<file path="config.mk">
export PLATFORM = sky130hd
export DESIGN_NAME = cpa_lane
export DESIGN_NICKNAME = d
export VERILOG_FILES = /design/src/hdl/cpa_lane.sv
export SDC_FILE = /design/constraint.sdc
export NUM_CORES = 2
export LEC_CHECK = 0
export ABC_AREA = 1
export BUFFER_PORTS_ARGS = -buffer_cell sky130_fd_sc_hd__buf_2
export CORE_MARGIN = 1.5
export CORE_UTILIZATION = 30
export DETAILED_ROUTE_END_ITERATION = 8
export GPL_TIMING_DRIVEN = 1
export PLACE_DENSITY = 0.49
export SLEW_MARGIN = 10
export SYNTH_ARGS = -nofsm -noshare
export SYNTH_HDL_FRONTEND = slang
export SYNTH_SLANG_ARGS = --single-unit
</file>
<file path="constraint.sdc">
create_clock -name clk -period 22.7 [get_ports clk]
set_clock_uncertainty 0.05 [all_clocks]
set_input_delay 3.405 -clock clk [delete_from_list [all_inputs] [get_ports clk]]
set_output_delay 3.405 -clock clk [all_outputs]
set_load 0.01 [all_outputs]
</file>
<file path="src/hdl/cpa_lane.sv">
module cpa_lane #(
    parameter int CW = 32
) (
    input  logic                  clk,
    input  logic [CW-1:0]         pos,
    input  logic [CW-1:0]         center,
    input  logic [CW-1:0]         strength,
    output logic [2*(CW+1)-1:0]   sq,
    output logic [2*CW:0]         prod,
    output logic                  neg
);

    logic [CW:0]          d_reg;
    logic [CW:0]          mag;
    logic [2*(CW+1)-1:0]  sq_reg;
    logic [2*CW:0]        prod_reg;
    logic                 neg_reg;

    always_ff @(posedge clk)
    begin
        d_reg <= {pos[CW-1], pos} - {center[CW-1], center};
    end

    assign mag = d_reg[CW] ? (~d_reg + (CW+1)'(1)) : d_reg;

    always_ff @(posedge clk)
    begin
        sq_reg   <= (2*(CW+1))'(mag) * (2*(CW+1))'(mag);
        prod_reg <= (2*CW+1)'(strength) * (2*CW+1)'(mag);
        neg_reg  <= ~d_reg[CW];
    end

    assign sq   = sq_reg;
    assign prod = prod_reg;
    assign neg  = neg_reg;

endmodule

</file>
==> results.md <==
Synth:
- The area share of the leading cell type in the synthesized netlist is 48.8%.
- The predominant post-synthesis flop cell is sky130_fd_sc_hd__dfxtp_1.
- The post-synthesis register bit count is 164.
- The area of the mapped netlist is 0.0734 sq mm.
- The Yosys step of the flow raised 0 warnings.
- By area the synthesized netlist is led by sky130_fd_sc_hd__fa_1 (49%), sky130_fd_sc_hd__inv_1 (14%), sky130_fd_sc_hd__nand2_1 (11%).
- After technology mapping, the gate count stands at 9308.
- Counting instances in the post-synthesis netlist gives the leading cell types as sky130_fd_sc_hd__inv_1 (2720), sky130_fd_sc_hd__nand2_1 (2074), sky130_fd_sc_hd__fa_1 (1790).
- In this run, synthesis inferred 0 flip-flops with an integrated enable.
- The share of the Yosys chip area taken by registers is 4.47%.
- The synthesized netlist contains 43 unique library cells.
- The most common cell in the synthesized netlist is sky130_fd_sc_hd__inv_1.
- Of all flip-flops after synthesis, the portion carrying an async set or reset was 0%.
- The post-synthesis average cell area is 7.88 sq um.
- Of all cell types, the one taking the most synthesized area is sky130_fd_sc_hd__fa_1.

Critical path:
- The largest single stage delay on the critical path is 0.55 ns.
- The critical-path cell with the highest stage delay is sky130_fd_sc_hd__fa_1.
- The startpoint type of the worst setup path is an input port.
- The critical register-to-register path startpoint is d_reg[0].
- The setup slack of the most critical reg-to-reg path is 12.30 ns.
- The cell that appears most often on the critical path is sky130_fd_sc_hd__fa_1.
- The worst setup path is of the in2reg kind.
- The depth of the worst register-to-register path is 35.
- Together, buffers and inverters on the worst path number 6.
- The end of the worst register-to-register path is sq[41].
- In this run the worst path has a maximum fanout of 19.
- On the critical path the largest part of the delay comes from adder cells.
- The launching element of the worst setup path is strength[14].
- The critical path crosses 25 cells after its start point.
- The type of destination of the critical path is a flip-flop.
- Data on the critical path arrives at its endpoint at 11.05 ns.
- At the worst endpoint, the required time is 23.12 ns.

CTS:
- TritonCTS built the clock tree.
- The clock slew seen by the registers of the worst setup and hold paths is 0.08 ns.
- Once the clock tree was built, the setup fixing pass inserted 0 buffers.
- The number of hold buffers added after CTS is 0.
- Clock latency on the worst-skew pair, taken at its later pin, is 0.58 ns.
- The CTS H-tree depth is 4.
- The clock sink count is 164.
- No sink is reached through more buffers than the 2 on the longest clock path.
- Buffers inserted during clock tree synthesis total 17.
- The post-CTS resize count is 0.
- The master cell of the clock root buffer is sky130_fd_sc_hd__clkbuf_16.

Route:
- After detailed routing, the number of remaining DRC violations is 0.
- In the final routed layout, each cell accounts on average for 21.2 microns.
- The count of nets left with antenna violations once routing finished came out at 0.
- After detailed routing, the number of vias per cell comes to 4.67.
- Across all layers, the routed design uses 58700 vias.
- The first detailed-routing pass took 6 iterations.
- The first routing iteration left 4249 violations.
- The final routed wirelength across all metal layers is 267000 microns.

STA:
- The final-report max-slew violation count is 0.
- Derived from the worst setup path, the maximum achievable clock frequency is 94.1 MHz.
- Setup repair after global routing left no endpoint under its margin.
- In this run the tightest slew margin relative to its limit is 16.2%.
- The pin slew with the least headroom to its limit is 1.25 ns.
- The total negative slack for setup checks is 0 ns.
- Setup slack on the critical path of the routed design comes to 12.07 ns.
- After layout, the minimum clock period comes to 10.63 ns.
- The hold violation total from the final report was 0.
- Setup violations remaining at the end of the flow were counted as 0.
- In the finished design, the share of the clock period the worst path needs comes to 46.8%.

Placed design:
- The count of buffers added on input and output ports is 227.
- The placed instances occupy a cell area of 0.0780 sq mm.
- The worst setup slack before clock tree synthesis is 11.69 ns.
- Summed over all nets, the half-perimeter wirelength after detailed placement is 214000 microns.
- The weighted congestion reported at the end of routability-driven placement is 0.940.

Global route:
- The initial antenna violation count is 24.
- The total congestion overflow is 0.
- The first global-routing pass estimated 406000 microns of wire.
- Entering global routing, the biggest net connects 41 pins.
- Global routing consumed, on the met2 layer, 36.2% of the routing resources.
- The most crowded layer after global routing is met2.
- The met3 track demand over resource in global routing is 3.90%.
- The via count of the first global-routing pass is 64300.
- In the global route stage, met1 resource usage came out at 29.3%.
- The total global-route track usage is 22.1%.

Outcome:
- The run finished with clean final reports.

Floorplan:
- The die width is 498 microns.
- From bottom edge to top edge, the die measures 498 microns.
- The placeable core region is 0.243 sq mm.
- 229 I/O pins were placed.
- The floorplan has 181 rows.
- For this configuration, the core starts out at a cell density of 30.2%.
- The die covers 0.248 sq mm.

Finish:
- The final layout net count is 11800.
- The fraction of final layout cells sized beyond drive strength 1 is 4.41%.
- From synthesis to final layout, the design area changed by 7.12%.
- The finished cells cover 0.0786 sq mm.

Min path:
- In this run the worst hold path is classified as reg2reg.
- The start point of the worst min-delay path is d_reg[0].
- For hold timing, the worst endpoint is sq[0].
- The cell depth of the worst hold path is 1.

Flow run:
- The count of max-cap constraint violations is 0.
-- layout make-up --
| cell class | instances | area [sq um] |
|---|---|---|
| Fill cell | 26200 | 165000 |
| Timing Repair Buffer | 311 | 1770 |
| Inverter | 2755 | 10300 |
| Clock buffer | 17 | 425 |
| Multi-Input combinational cell | 6105 | 58600 |
| Tap cell | 3202 | 4010 |
| Antenna cell | 5 | 12.5 |
| Clock inverter | 15 | 208 |
| Sequential cell | 164 | 3280 |
-- cell usage in the layout (no fill, tap or decap), types with 4 or more instances in the layout --
| master | n |
|---|---|
| sky130_fd_sc_hd__a21boi_0 | 6 |
| sky130_fd_sc_hd__a21o_1 | 8 |
| sky130_fd_sc_hd__a21oi_1 | 165 |
| sky130_fd_sc_hd__and3_1 | 5 |
| sky130_fd_sc_hd__buf_2 | 227 |
| sky130_fd_sc_hd__buf_4 | 84 |
| sky130_fd_sc_hd__clkbuf_16 | 17 |
| sky130_fd_sc_hd__clkinv_1 | 15 |
| sky130_fd_sc_hd__clkinv_8 | 6 |
| sky130_fd_sc_hd__conb_1 | 26 |
| sky130_fd_sc_hd__dfxtp_1 | 163 |
| sky130_fd_sc_hd__diode_2 | 5 |
| sky130_fd_sc_hd__fa_1 | 1790 |
| sky130_fd_sc_hd__ha_1 | 558 |
| sky130_fd_sc_hd__inv_1 | 2715 |
| sky130_fd_sc_hd__inv_2 | 24 |
| sky130_fd_sc_hd__inv_8 | 4 |
| sky130_fd_sc_hd__nand2_1 | 2058 |
| sky130_fd_sc_hd__nand2_2 | 22 |
| sky130_fd_sc_hd__nand3_1 | 215 |
| sky130_fd_sc_hd__nand3b_1 | 10 |
| sky130_fd_sc_hd__nand4_1 | 33 |
| sky130_fd_sc_hd__nor2_1 | 919 |
| sky130_fd_sc_hd__nor2_2 | 11 |
| sky130_fd_sc_hd__nor3_1 | 36 |
| sky130_fd_sc_hd__nor4_1 | 9 |
| sky130_fd_sc_hd__o21a_1 | 5 |
| sky130_fd_sc_hd__o21ai_0 | 77 |
| sky130_fd_sc_hd__o21bai_1 | 30 |
| sky130_fd_sc_hd__xnor2_1 | 11 |
| sky130_fd_sc_hd__xor2_1 | 86 |
-- cell families (layout without fill, tap and decap cells) --
logic type,count (synthesis),after routing,share of synthesized area (%)
and+or+nand+nor,3334,3334,17.8
buffers and inverters,3063,3098,15.9
adders and majority gates,2348,2348,58.4
other,2,31,0.0102
AOI/OAI and AO/OA,300,300,2.23
xor gates and xnor gates,97,97,1.16
DFF,164,164,4.47
-- worst max path at each step --
stage                    end
finish              prod[63]
global route          sq[64]
CTS                   sq[41]
detailed placement  prod[63]
global placement    prod[62]
floorplan           prod[62]
-- through the flow --
stage,util [%],hold WS [ns],std cells
after global routing,32.3,0.670,12600
after floorplan,-,0.276,9332
final,32.3,0.647,12600
after global placement,32.1,0.643,12500
after detailed placement,32.1,0.640,12500
after CTS,32.3,0.654,12600
-- routing by layer --
layer	wire, microns	up-vias
met4	10500	26
met1	114000	30000
li1	-	26300
met2	123000	2045
met3	18900	408
met5	160	-
Power is not shown: default switching activity piles up to over one toggle a cycle in this logic, so the estimate is an artifact.
